**src/design/kms_pkg.sv**
```systemverilog
package kms_pkg;

    localparam int PORT_WIDTH = 16;
    localparam int ROW_STRIDE = 5;
    localparam int PIN_W      = $clog2(PORT_WIDTH);
    localparam int KEY_W      = 8;
    localparam int OFFSET_W   = 8;
    localparam int ROW_W      = 4;
    localparam int CODE_W     = 10;
    localparam int CFG_IDX_W  = 3;

    localparam logic [PORT_WIDTH-1:0] RELEASE_WORD = '1;
    localparam logic [KEY_W-1:0]      KEY_MAX      = '1;

    localparam logic [PORT_WIDTH-1:0] DRIVE_A_RESET = 16'h00F8;
    localparam logic [PORT_WIDTH-1:0] SENSE_A_RESET = 16'h7F07;
    localparam logic [PORT_WIDTH-1:0] DRIVE_B_RESET = 16'h1F00;
    localparam logic [PORT_WIDTH-1:0] SENSE_B_RESET = 16'h6007;
    localparam logic [OFFSET_W-1:0]   OFFSET_B_RESET = 8'd25;

    localparam logic CMD_START  = 1'b0;
    localparam logic CMD_SAMPLE = 1'b1;

    localparam logic [CFG_IDX_W-1:0] REG_DRIVE_A = 3'd0;
    localparam logic [CFG_IDX_W-1:0] REG_SENSE_A = 3'd1;
    localparam logic [CFG_IDX_W-1:0] REG_DRIVE_B = 3'd2;
    localparam logic [CFG_IDX_W-1:0] REG_SENSE_B = 3'd3;
    localparam logic [CFG_IDX_W-1:0] REG_OFFSET_B = 3'd4;

    typedef enum logic [1:0] {
        ST_SCAN    = 2'd0,
        ST_DONE    = 2'd1,
        ST_BUSERR  = 2'd2,
        ST_IGNORED = 2'd3
    } status_t;

    typedef struct packed {
        logic                  command;
        logic [PORT_WIDTH-1:0] sample_bits;
        logic                  bus_error;
    } in_beat_t;

    typedef struct packed {
        logic [PORT_WIDTH-1:0] direction_mask;
        status_t               status;
        logic [KEY_W-1:0]      key_code;
    } out_beat_t;

    typedef struct packed {
        logic [PORT_WIDTH-1:0] drive_a;
        logic [PORT_WIDTH-1:0] sense_a;
        logic [PORT_WIDTH-1:0] drive_b;
        logic [PORT_WIDTH-1:0] sense_b;
        logic [OFFSET_W-1:0]   offset_b;
    } cfg_t;

    typedef struct packed {
        logic             scanning;
        logic             group_index;
        logic [PIN_W-1:0] drive_pin;
        logic [KEY_W-1:0] found_key;
    } scan_state_t;

    typedef struct packed {
        logic             hit;
        logic [PIN_W-1:0] idx;
    } pin_hit_t;

    function automatic pin_hit_t lowest_set(input logic [PORT_WIDTH-1:0] mask);
        pin_hit_t r;
        r.hit = 1'b0;
        r.idx = '0;
        for (int i = PORT_WIDTH - 1; i >= 0; i--) begin
            if (mask[i]) begin
                r.hit = 1'b1;
                r.idx = PIN_W'(i);
            end
        end
        return r;
    endfunction

    function automatic logic [ROW_W-1:0] row_of(input logic [PIN_W-1:0] line);
        logic [ROW_W-1:0] r;
        case (line)
            4'd0:    r = 4'd7;
            4'd1:    r = 4'd6;
            4'd2:    r = 4'd5;
            4'd3:    r = 4'd4;
            4'd4:    r = 4'd3;
            4'd5:    r = 4'd2;
            4'd6:    r = 4'd1;
            4'd7:    r = 4'd0;
            4'd8:    r = 4'd0;
            4'd9:    r = 4'd1;
            4'd10:   r = 4'd2;
            4'd11:   r = 4'd3;
            4'd12:   r = 4'd4;
            4'd13:   r = 4'd8;
            4'd14:   r = 4'd9;
            default: r = 4'd0;
        endcase
        return r;
    endfunction

endpackage

```
**src/design/kms_step.sv**
```systemverilog
module kms_step (
    input  kms_pkg::cfg_t        cfg,
    input  kms_pkg::scan_state_t state,
    input  kms_pkg::in_beat_t    beat,
    output kms_pkg::scan_state_t state_next,
    output kms_pkg::out_beat_t   result
);

    logic [kms_pkg::PORT_WIDTH-1:0] drive_g;
    logic [kms_pkg::PORT_WIDTH-1:0] sense_g;
    logic [kms_pkg::PORT_WIDTH-1:0] pin_bit;
    logic [kms_pkg::PORT_WIDTH-1:0] above_mask;
    logic [kms_pkg::PORT_WIDTH-1:0] pressed;
    logic                           multi;
    logic [kms_pkg::OFFSET_W-1:0]   off;
    logic [kms_pkg::CODE_W-1:0]     code;
    logic [kms_pkg::KEY_W-1:0]      code_sat;
    logic [kms_pkg::KEY_W-1:0]      key_new;
    kms_pkg::pin_hit_t              hit_a;
    kms_pkg::pin_hit_t              hit_b;
    kms_pkg::pin_hit_t              hit_up;
    kms_pkg::pin_hit_t              hit_next;
    kms_pkg::pin_hit_t              first;
    logic                           next_group;

    always_comb begin
        drive_g    = state.group_index ? cfg.drive_b : cfg.drive_a;
        sense_g    = state.group_index ? cfg.sense_b : cfg.sense_a;
        off        = state.group_index ? cfg.offset_b : '0;
        pin_bit    = kms_pkg::PORT_WIDTH'(1) << state.drive_pin;
        above_mask = ~((pin_bit - kms_pkg::PORT_WIDTH'(1)) | pin_bit);
        pressed    = sense_g & ~beat.sample_bits;
        multi      = (pressed & (pressed - kms_pkg::PORT_WIDTH'(1))) != '0;
        hit_a      = kms_pkg::lowest_set(cfg.drive_a);
        hit_b      = kms_pkg::lowest_set(cfg.drive_b);
        hit_up     = kms_pkg::lowest_set(drive_g & above_mask);
        first      = kms_pkg::lowest_set(pressed);
        code       = kms_pkg::CODE_W'(off)
                   + kms_pkg::CODE_W'(kms_pkg::ROW_STRIDE)
                     * kms_pkg::CODE_W'(kms_pkg::row_of(first.idx))
                   + kms_pkg::CODE_W'(kms_pkg::row_of(state.drive_pin))
                   + kms_pkg::CODE_W'(1);
        code_sat   = (code > kms_pkg::CODE_W'(kms_pkg::KEY_MAX))
                   ? kms_pkg::KEY_MAX : code[kms_pkg::KEY_W-1:0];
        key_new    = first.hit ? code_sat : state.found_key;
        if (hit_up.hit) begin
            hit_next   = hit_up;
            next_group = state.group_index;
        end else if (!state.group_index) begin
            hit_next   = hit_b;
            next_group = 1'b1;
        end else begin
            hit_next   = hit_up;
            next_group = state.group_index;
        end
    end

    always_comb begin
        state_next = state;
        result.direction_mask = kms_pkg::RELEASE_WORD;
        result.status         = kms_pkg::ST_IGNORED;
        result.key_code       = '0;
        if (beat.command == kms_pkg::CMD_START) begin
            state_next.group_index = 1'b0;
            state_next.drive_pin   = '0;
            state_next.found_key   = '0;
            state_next.scanning    = 1'b0;
            if (beat.bus_error) begin
                result.status = kms_pkg::ST_BUSERR;
            end else if (hit_a.hit || hit_b.hit) begin
                state_next.scanning    = 1'b1;
                state_next.group_index = !hit_a.hit;
                state_next.drive_pin   = hit_a.hit ? hit_a.idx : hit_b.idx;
                result.direction_mask  = ~(kms_pkg::PORT_WIDTH'(1)
                                         << (hit_a.hit ? hit_a.idx : hit_b.idx));
                result.status          = kms_pkg::ST_SCAN;
            end else begin
                result.status = kms_pkg::ST_DONE;
            end
        end else if (!state.scanning) begin
            result.status = kms_pkg::ST_IGNORED;
        end else if (beat.bus_error) begin
            state_next.scanning = 1'b0;
            result.status       = kms_pkg::ST_BUSERR;
        end else if (first.hit && (state.found_key != '0 || multi)) begin
            state_next.scanning = 1'b0;
            if (state.found_key == '0) begin
                state_next.found_key = code_sat;
            end
            result.status = kms_pkg::ST_DONE;
        end else begin
            state_next.found_key = key_new;
            if (hit_next.hit) begin
                state_next.group_index = next_group;
                state_next.drive_pin   = hit_next.idx;
                result.direction_mask  = ~(kms_pkg::PORT_WIDTH'(1) << hit_next.idx);
                result.status          = kms_pkg::ST_SCAN;
            end else begin
                state_next.scanning = 1'b0;
                result.status       = kms_pkg::ST_DONE;
                result.key_code     = key_new;
            end
        end
    end

endmodule

```
**src/design/key_matrix_scanner_top.sv**
```systemverilog
// Channel   Direction  Handshake          Payload
// s_        in         s_valid / s_ready  s_data  (command, sample_bits, bus_error)
// m_        out        m_valid / m_ready  m_data  (direction_mask, status, key_code)
// cfg_      in         cfg_we             cfg_addr, cfg_wdata
// One beat per cycle sustained while m_ready is high; a result passes through the
// input register, then result register. The scan state updates as a beat leaves
// the input register. Reset (aresetn low, synchronous) restores the register
// defaults and leaves the scanner idle. A stalled m_ready holds the result and,
// once the input register is also full, drops s_ready.
module key_matrix_scanner_top (
    input  logic                            aclk,
    input  logic                            aresetn,
    input  logic                            s_valid,
    output logic                            s_ready,
    input  kms_pkg::in_beat_t               s_data,
    output logic                            m_valid,
    input  logic                            m_ready,
    output kms_pkg::out_beat_t              m_data,
    input  logic                            cfg_we,
    input  logic [kms_pkg::CFG_IDX_W-1:0]   cfg_addr,
    input  logic [kms_pkg::PORT_WIDTH-1:0]  cfg_wdata
);

    kms_pkg::cfg_t        cfg_reg;
    kms_pkg::scan_state_t state_reg;
    kms_pkg::scan_state_t state_next;
    kms_pkg::in_beat_t    in_reg;
    logic                 in_valid_reg;
    kms_pkg::out_beat_t   out_reg;
    kms_pkg::out_beat_t   out_next;
    logic                 out_valid_reg;
    logic                 out_load;
    logic                 in_load;

    assign out_load = in_valid_reg && (!out_valid_reg || m_ready);
    assign s_ready  = !in_valid_reg || out_load;
    assign in_load  = s_valid && s_ready;
    assign m_valid  = out_valid_reg;
    assign m_data   = out_reg;

    kms_step u_step (
        .cfg        (cfg_reg),
        .state      (state_reg),
        .beat       (in_reg),
        .state_next (state_next),
        .result     (out_next)
    );

    always_ff @(posedge aclk) begin
        if (!aresetn) begin
            cfg_reg.drive_a  <= kms_pkg::DRIVE_A_RESET;
            cfg_reg.sense_a  <= kms_pkg::SENSE_A_RESET;
            cfg_reg.drive_b  <= kms_pkg::DRIVE_B_RESET;
            cfg_reg.sense_b  <= kms_pkg::SENSE_B_RESET;
            cfg_reg.offset_b <= kms_pkg::OFFSET_B_RESET;
        end else if (cfg_we) begin
            case (cfg_addr)
                kms_pkg::REG_DRIVE_A:  cfg_reg.drive_a  <= cfg_wdata;
                kms_pkg::REG_SENSE_A:  cfg_reg.sense_a  <= cfg_wdata;
                kms_pkg::REG_DRIVE_B:  cfg_reg.drive_b  <= cfg_wdata;
                kms_pkg::REG_SENSE_B:  cfg_reg.sense_b  <= cfg_wdata;
                kms_pkg::REG_OFFSET_B: cfg_reg.offset_b <= cfg_wdata[kms_pkg::OFFSET_W-1:0];
                default: ;
            endcase
        end
    end

    always_ff @(posedge aclk) begin
        if (!aresetn) begin
            state_reg     <= '0;
            in_valid_reg  <= 1'b0;
            out_valid_reg <= 1'b0;
        end else begin
            if (out_load) begin
                state_reg <= state_next;
            end
            if (s_ready) begin
                in_valid_reg <= s_valid;
            end
            if (out_load) begin
                out_valid_reg <= 1'b1;
            end else if (m_ready) begin
                out_valid_reg <= 1'b0;
            end
        end
    end

    always_ff @(posedge aclk) begin
        if (in_load) begin
            in_reg <= s_data;
        end
        if (out_load) begin
            out_reg <= out_next;
        end
    end

    a_scan_one_pin: assert property (@(posedge aclk) disable iff (!aresetn)
        (m_valid && m_data.status == kms_pkg::ST_SCAN) |-> $onehot(~m_data.direction_mask))
        else $error("scan beat does not drive exactly one line");

    a_release_on_end: assert property (@(posedge aclk) disable iff (!aresetn)
        (m_valid && m_data.status != kms_pkg::ST_SCAN)
        |-> m_data.direction_mask == kms_pkg::RELEASE_WORD)
        else $error("ending beat does not release all lines");

    a_key_only_done: assert property (@(posedge aclk) disable iff (!aresetn)
        (m_valid && m_data.status != kms_pkg::ST_DONE) |-> m_data.key_code == '0)
        else $error("key code outside a done beat");

    a_idle_after_end: assert property (@(posedge aclk) disable iff (!aresetn)
        (out_load && out_next.status != kms_pkg::ST_SCAN) |=> !state_reg.scanning)
        else $error("scanner still active after an ending beat");

endmodule

```
**config.mk**
```make
export PLATFORM = sky130hd
export DESIGN_NAME = key_matrix_scanner_top
export DESIGN_NICKNAME = d
export VERILOG_FILES = /design/src/design/kms_pkg.sv /design/src/design/kms_step.sv /design/src/design/key_matrix_scanner_top.sv
export SDC_FILE = /design/constraint.sdc
export NUM_CORES = 1
export LEC_CHECK = 0
export ABC_CLOCK_PERIOD_IN_PS = 17130
export BUFFER_PORTS_ARGS = -buffer_cell sky130_fd_sc_hd__buf_4
export CORE_MARGIN = 3
export CORE_UTILIZATION = 45
export DETAILED_ROUTE_END_ITERATION = 10
export SETUP_SLACK_MARGIN = 0.2
export SLEW_MARGIN = 20
export SYNTH_ARGS = -nofsm -noshare
export SYNTH_HDL_FRONTEND = slang
export SYNTH_SLANG_ARGS = --single-unit
```
**constraint.sdc**
```tcl
create_clock -name aclk -period 17.13 [get_ports aclk]
set_input_delay 3.426 -clock aclk [delete_from_list [all_inputs] [get_ports aclk]]
set_output_delay 3.426 -clock aclk [all_outputs]
set_load 0.03 [all_outputs]
```
Yosys cells after proc, flatten, opt, wreduce, memory -nomap -nowiden
Memory sizes are Yosys's and may differ from the RTL's. A register that Yosys moved wholly into a read port is not among the register bits.
Cells that the tools add are included.
W data, S select, Z words.
{"block": "word_totals", "ram_bits": 0, "output_inout_bits": 28, "word_cells": 175, "reg_bits": 132, "mem_bits_ro": 128, "input_bits": 42, "n_memories": 2, "latch_bits": 0}
{"name": "(no name shown)", "words": 16, "width": 4, "rd": 1, "rd_ports_with_merged_regs": 0, "wr": 0, "line": "kms_pkg.sv:84", "text": "case (line)"}
{"name": "(no name shown)", "words": 16, "width": 4, "rd": 1, "rd_ports_with_merged_regs": 1, "wr": 0, "line": "kms_pkg.sv:84"}
{"block": "op_classes", "n_bitwise": 10, "div_mod_pow": 0, "n_reduce_logical": 24, "eq_ne": 10, "muxes": 102, "multipliers": 1, "n_addsub": 5, "order_cmp": 1, "n_shift": 3}
{"operator": "$mux W5", "n": 68}
{"operator": "$mux W16", "n": 8}
{"operator": "$not A16 Y16", "n": 4}
{"operator": "$and A16 B16 Y16", "n": 3}
{"operator": "$shl A1 B4 Y16 const A", "n": 3}
{"operator": "$mux W8", "n": 5}
{"operator": "$sub A16 B1 Y16 const B", "n": 2}
{"operator": "$mux W14", "n": 2}
{"operator": "$mux W18", "n": 1}
{"operator": "$or A16 B16 Y16", "n": 1}
{"operator": "$reduce_bool A16 Y1", "n": 1}
{"operator": "$mux W13", "n": 1}
{"operator": "$mux W4", "n": 3}
{"operator": "$mux W6", "n": 2}
{"operator": "$add A10 B1 Y10 const B", "n": 1}
{"operator": "$add A10 B4 Y10", "n": 1}
{"operator": "$gt A10 B8 Y1 const B", "n": 1}
{"operator": "$reduce_and A2 Y1", "n": 5}
{"operator": "$add A8 B7 Y9", "n": 1}
{"operator": "$mux W1", "n": 9}
{"operator": "$logic_not A8 Y1", "n": 1}
{"operator": "$ne A2 B2 Y1 const B", "n": 4}
{"operator": "$reduce_bool A8 Y1", "n": 1}
{"operator": "$mul A3 B4 Y7 const A", "n": 1}
{"operator": "16 further kinds", "n": 27}

Depth between registers and ports, before layout
Gate-level depths: netlist (run 1).
An unclocked memory read counts as a cell.
{"block": "depth", "word_depth": 32, "depth_mapped": 31, "depth_no_buf": 26}

Cells and area by module
From an unflattened synthesis (run 1), not the netlist that was laid out.
{"block": "unflattened", "cells_unflattened": 847, "area_unflattened_um2": 7544.7}
{"module": "key_matrix_scanner_top", "seq_area_each_um2": 3083.0, "area_per_inst_um2": 4439.3, "cells_per_inst": 386, "n_inst": 1}
{"module": "kms_step", "seq_area_each_um2": 0.0, "area_per_inst_um2": 3105.5, "cells_per_inst": 461, "n_inst": 1}

Worst setup path before layout (run 1)
OpenSTA, ideal clock, no wires.
{"block": "synth_path", "path_type": "input to output", "start": "input m_ready", "end": "output s_ready", "slack_ns": 9.855, "path_buffers": 0, "required_time_ns": 13.704, "stages": 2, "arrival_ns": 3.849, "path_cell_list": "nor2b_1 nand2_1"}
{"block": "synth_between", "elab_chain_cells": 3}
{"element": "from (decl)", "line": "key_matrix_scanner_top.sv:17", "text": "input logic m_ready,"}
{"element": "$logic_or A1 B1 Y1", "line": "key_matrix_scanner_top.sv:35", "text": "assign out_load = in_valid_reg && (!out_valid_reg || m_ready);"}
{"element": "$logic_and A1 B1 Y1", "line": "key_matrix_scanner_top.sv:35"}
{"element": "$logic_or A1 B1 Y1", "line": "key_matrix_scanner_top.sv:36", "text": "assign s_ready = !in_valid_reg || out_load;"}
{"element": "to (decl)", "line": "key_matrix_scanner_top.sv:14", "text": "output logic s_ready,"}
Every way passes these cells.

Final worst setup path (run 1)
Same ends and word-level chain as after synthesis.

==> results of run 1 <==
==> routing by layer <==
layer  vias up  track usage  part of all wire
li1       3331            -                 -
met1      3198       0.2828              0.45
met2       205       0.3779              0.49
met3        22      0.03566             0.051
met4         0      0.07761             0.014
met5         -            0                 0
==> power groups by stage <==
stage | clock network, mW | logic (mW) | registers, mW
after global routing | 0.382 | 0.120 | 0.352
after floorplan | 0 | 0.0736 | 0.358
after CTS | 0.367 | 0.108 | 0.351
after detailed placement | 0 | 0.107 | 0.358
after global placement | 0 | 0.104 | 0.358
final | 0.361 | 0.107 | 0.351
==> tightest hold or removal path, cell delays in order, from the launching register on <==
cell,delay [ns]
dfxtp_1,0.31
nand2_1,0.04
a21boi_0,0.06
==> cell usage in the layout, fill, tap and decap left out, types with 11 or more instances in the layout <==
master / count
ha_1: 20
and2_1: 16
o21ai_0: 23
and3_1: 12
inv_1: 32
a211oi_1: 13
a21boi_0: 45
nand3_1: 46
buf_4: 72
nor4_1: 13
o22ai_1: 11
nor3_1: 13
a22oi_1: 17
edfxtp_1: 44
nor2_1: 63
nand2_1: 171
mux2i_1: 23
clkbuf_16: 17
dfxtp_1: 91
a21oi_1: 39
==> cell usage after synthesis (5+ instances only) <==
cell type / n
nor2_1: 63
and3_1: 12
a21oi_1: 39
ha_1: 20
dfxtp_1: 92
o21ai_0: 23
mux2_2: 9
o22ai_1: 11
nor2b_1: 9
edfxtp_1: 44
a21boi_0: 45
o21bai_1: 6
o211ai_1: 9
clkbuf_1: 34
a211oi_1: 13
nand3_1: 46
nor3_1: 13
nor4_1: 13
xor2_1: 5
a22oi_1: 17
mux2i_1: 23
inv_1: 32
nand2b_1: 6
or2_2: 7
nand2_1: 171
o31ai_1: 8
and2_1: 16
==> area by class of cell <==
type	instances	area, um^2	area share
tap	220	275.3	0.03083
timing repair buffer	72	540.5	0.06054
multi-input combinational	681	4245	0.4755
inverter	32	120.1	0.01345
clock buffer	17	425.4	0.04765
clock inverter	15	157.7	0.01766
sequential	136	3164	0.3544
==> path summary, 6_finish.rpt <==
check                                  start  cells after the start  slack (ns)                        end
setup / recovery                     m_ready                      4        9.52                    s_ready
hold / removal       cfg_reg[5]$_SDFFE_PN0P_                      2        0.46    cfg_reg[5]$_SDFFE_PN0P_
setup reg to reg  state_reg[12]$_SDFFE_PN0P_                     22       10.65  state_reg[0]$_SDFFE_PN0P_
hold reg to reg      cfg_reg[5]$_SDFFE_PN0P_                      2        0.46    cfg_reg[5]$_SDFFE_PN0P_
==> kinds of logic after synthesis <==
family          Yosys count  share of synthesized area
compound gates          233                     0.2172
xor+xnor                  9                    0.01023
simple gates            379                     0.2294
flops                   136                     0.4105
buf+inv                  71                    0.03897
fa+ha+maj                25                    0.04416
mux                      35                    0.04952
==> stage by stage <==
stage                     hold slack (ns)  instance area, um^2
after global placement             0.4446                 8346
after detailed placement           0.4493                 8346
final                              0.4618                 8929
after floorplan                    0.4329                 7706
after global routing               0.4810                 8929
after CTS                          0.4644                 8929
==> results.cfg, run 1 <==
[place]
gp_congestion = 1.014
portBuffers = 69
dp_slack_ns = 9.514
dp_hpwl_um = 14900
dp.cells = 1141

[logic_synthesis]
syn_inst = 888
avgSynthCellArea_um2 = 8.678
synth_ff_type = dfxtp_1
ys_seq_elements = 136
syn-cell-area_um2 = 7706
async_flop_share = 0
syn_nets = 954
synth_top_area_frac = 0.2390
ys_warn_count = 0
synth_edf_count = 44
synth_cell_types = 76
synth-seq-area-share = 0.4105
synthTopCellsByArea = dfxtp_1 24%, edfxtp_1 17%, nand2_1 8.3%, a21boi_0 4.4%, ha_1 3.2%
yosysTopAreaCell = dfxtp_1

[sta]
slew_viol_final = 0
max_freq_ghz = 0.1314
hold_viol = 0
setup_slack_ns = 9.522
min_period_ns = 7.608
rsz0062_at_grt = no
relSlewSlack = 0.3374
clock_skew_ns = 0.01078
worst_slew_pin_slew_ns = 0.9939
setup_viol = 0
setup_tns_ns = 0
post-route-period-util = 0.4442

[die]
rows = 47
core-area_um2 = 16700
die-area_um2 = 18730
start_util = 0.4614
die_w_um = 136.9
dieHeight_um = 136.9
ioPinCount = 70

[power]
pwr-share-seq = 0.429
internal_power_mw = 0.5916
clockPowerShare = 0.440
p_leak_nw = 3.384
ir_drop_mv = 0.07245
p_comb_frac = 0.131
swShare = 0.2782
netSwitchingPower_mw = 0.2280
power_density_nw_per_um2 = 91.79
total_power_mw = 0.8196

[clock_network]
cts_buffer_depth = 2
cts.htree.levels = 4
cts.root.buffer_cell = clkbuf_16
cts_buffers = 17
cts_resized = 0
cts_setup_buffers = 0
clk_pin_slew_ns = 0.06
clock_latency_ns = 0.42
cts_hold_buffers = 0
cts_tree = yes
clock_sinks = 136

[finish]
layout-drive-gt1-share = 0.1490
num_antenna_cells = 0
final_net_count = 1006
post-route-util = 0.5346
largest_reg_flops = 72
fillCellCount = 1554
syn_to_final_growth_pct = 15.86
stdcell_count = 1173

[worst_setup_path]
crit_arrival_ns = 4.18
cp_cell_sequence = buf_4 -> nor2b_1 -> nand2_1 -> buf_4
worstSetupPathType = primary input to primary output
critPathMostFrequentCell = buf_4
crit_buf_inv = 2
crit_path_start_kind = primary input
critPathTopFamily = simple AND/OR/NAND/NOR gates
cpPeakStageDelay_ns = 0.33
cp_slowest_cell = nor2b_1
cp_max_fo = 4
cp-end-kind = primary output
critical_path_required_ns = 13.70

[global_route]
grt_max_degree = 102
grt_pass1_wl_um = 32190
overflow = 0
track_usage = 0.2207
antenna_found_initial = 0
grt_pass1_vias = 6233

[flow_run]
drv_cap = 0

[route]
wirelength_um = 20370
wl_per_cell_um = 17.37
post_drt_via_cell_ratio = 5.760
num_vias = 6756
drtPass1Iterations = 5
drt-initial-drc-count = 460
postRouteAntennaNets = 0
drc = 0

[outcome]
status = complete, no violations

[worst_hold_path]
hold_path_class = flop to flop
Power figures use the tool's default switching activity.
==> run 2: changes to the inputs <==
ABC_CLOCK_PERIOD_IN_PS = 6250   (was 17130)
PLACE_DENSITY = 0.66   (was default)
clock period = 6.25 ns   (was 17.13 ns; I/O delays follow)
==> run 2 against run 1 <==
First-iteration DRC count down 4.6%. Clock power increased to 2.9 times the previous value. Hold slack better by 0.0027 ns. Critical path type is now flop to flop. Largest power group unchanged.
==> results.cfg, run 2 (synthesized netlist as in run 1, its figures left out) <==
[outcome]
status = complete, no violations

[worst_setup_path]
rrSetupSlack_ns = 0.69
cp-end-kind = flop
cp_max_fo = 36
crit_path_start_kind = flop
crit_arrival_ns = 5.93
worstSetupPathType = flop to flop
reg2reg_to = state_reg[5]$_SDFFE_PN0P_
r2r-start = state_reg[12]$_SDFFE_PN0P_
cp-startpoint = state_reg[12]$_SDFFE_PN0P_
r2r_cells = 24
critical_path_required_ns = 6.62

[global_route]
antenna_found_initial = 0
grt_pass1_wl_um = 31400
grt_max_degree = 102
track_usage = 0.2142
grt_pass1_vias = 6113
overflow = 0

[die]
dieHeight_um = 136.9
die_w_um = 136.9
die-area_um2 = 18730
core-area_um2 = 16700
start_util = 0.4614
ioPinCount = 70
rows = 47

[power]
power_density_nw_per_um2 = 254.1
p_leak_nw = 3.400
ir_drop_mv = 0.2540

[finish]
seq_area_um2 = 3167
num_antenna_cells = 0
multi_input_area_um2 = 4277
fillCellCount = 1609
largest_reg_flops = 72
layout-drive-gt1-share = 0.1532
fin_area_um2 = 8990
layout_commonest_cell = nand2_1
stdcell_count = 1173
syn_to_final_growth_pct = 16.66
final_net_count = 1006
layout_common_cells = 171 x nand2_1, 91 x dfxtp_1, 71 x buf_4, 62 x nor2_1, 46 x nand3_1

[place]
portBuffers = 69
gp_congestion = 0.8993
dp.cells = 1141
dpl_cell_area_um2 = 8346
dp_slack_ns = 0.2779
dp_hpwl_um = 14250

[route]
drtPass1Iterations = 5
post_drt_via_cell_ratio = 5.673
drc = 0
drt-initial-drc-count = 439
wirelength_um = 19630
wl_per_cell_um = 16.74
postRouteAntennaNets = 0
num_vias = 6655

[flow_run]
drv_cap = 0

[sta]
relSlewSlack = 0.3706
worst_slew_pin_slew_ns = 0.9442
setup_viol = 0
min_period_ns = 5.562
hold_viol = 0
max_freq_ghz = 0.1798
rsz0062_at_grt = no
setup_tns_ns = 0
setup_slack_ns = 0.6876
finalHoldWorstSlack_ns = 0.4645
slew_viol_final = 0
clock_skew_ns = 0.01468
post-route-period-util = 0.8900

[worst_hold_path]
worstHoldPathCells = 2
hold_path_class = flop to flop
holdPathEnd = cfg_reg[1]$_SDFFE_PN0P_
min-delay-start = cfg_reg[1]$_SDFFE_PN0P_

[clock_network]
cts_buffers = 17
cts.htree.levels = 4
cts_buffer_depth = 2
cts.root.buffer_cell = clkbuf_16
cts_tree = yes
clk_pin_slew_ns = 0.07
clock_sinks = 136
clock_latency_ns = 0.44
cts_hold_buffers = 0
-- run 2: final cells by class --
cell class,count,share of cell area
repair buffers,72,0.06096
clock inverters,12,0.01378
clock buffers,20,0.05331
well taps,220,0.03062
multi-input cells,681,0.4757
flip-flops and latches,136,0.3523
inverters,32,0.01336
-- run 2: what timing repair did --
action,in CTS,in global routing
buffers inserted,0,0
resized for setup,0,8
endpoints found under the setup margin,0,16
-- run 2: worst max-delay path, cell delays in order (launching register included) --
cell and delay [ns]:
dfxtp_4 0.51, buf_8 0.31, mux2i_2 0.32, o22ai_2 0.15
o21bai_1 0.19, a21oi_1 0.28, inv_1 0.08, ha_1 0.29
and3_1 0.17, ha_1 0.27, inv_1 0.04, fa_1 0.47
inv_1 0.04, ha_1 0.31, xor2_1 0.17, ha_1 0.27
inv_1 0.05, o21bai_1 0.22, nand3_1 0.17, nor4_1 0.31
a211o_1 0.16, nor2b_1 0.05, buf_4 0.17, a2111o_1 0.36
a21boi_1 0.13
-- run 2: how the worst max path moves through the flow --
| stage | to | slack, ns | depth (start not counted) |
|---|---|---|---|
| finish | state_reg[5]$_SDFFE_PN0P_ | 0.69 | 24 |
| global route | state_reg[5]$_SDFFE_PN0P_ | 0.23 | 24 |
| CTS | state_reg[5]$_SDFFE_PN0P_ | 0.20 | 25 |
| detailed placement | state_reg[5]$_SDFFE_PN0P_ | 0.28 | 25 |
| global placement | state_reg[5]$_SDFFE_PN0P_ | 0.46 | 25 |
| floorplan | m_data[7]$_SDFFCE_PP0P_ | 0.73 | 29 |
-- run 2: report_power, final --
group	switching, mW	internal, mW	leakage [nW]	total (mW)
clock	0.420	0.607	0.302	1.03
sequential	0.0256	0.939	1.12	0.965
combinational	0.175	0.118	1.98	0.293
-- run 2: stage by stage --
step / utilization / power [mW]
finish: 0.5383 / 2.285
global route: 0.5383 / 2.374
CTS: 0.5358 / 2.294
floorplan: - / 1.182
global placement: 0.4997 / 1.269
detailed placement: 0.4997 / 1.272
-- run 2: per-layer routing --
layer / track usage / vias up / routed length, um
met4: 0.07040 / 0 / 397
li1: - / 3349 / -
met3: 0.04265 / 27 / 1059
met1: 0.2891 / 3082 / 9056
met2: 0.3461 / 197 / 9120
met5: 0 / - / 0
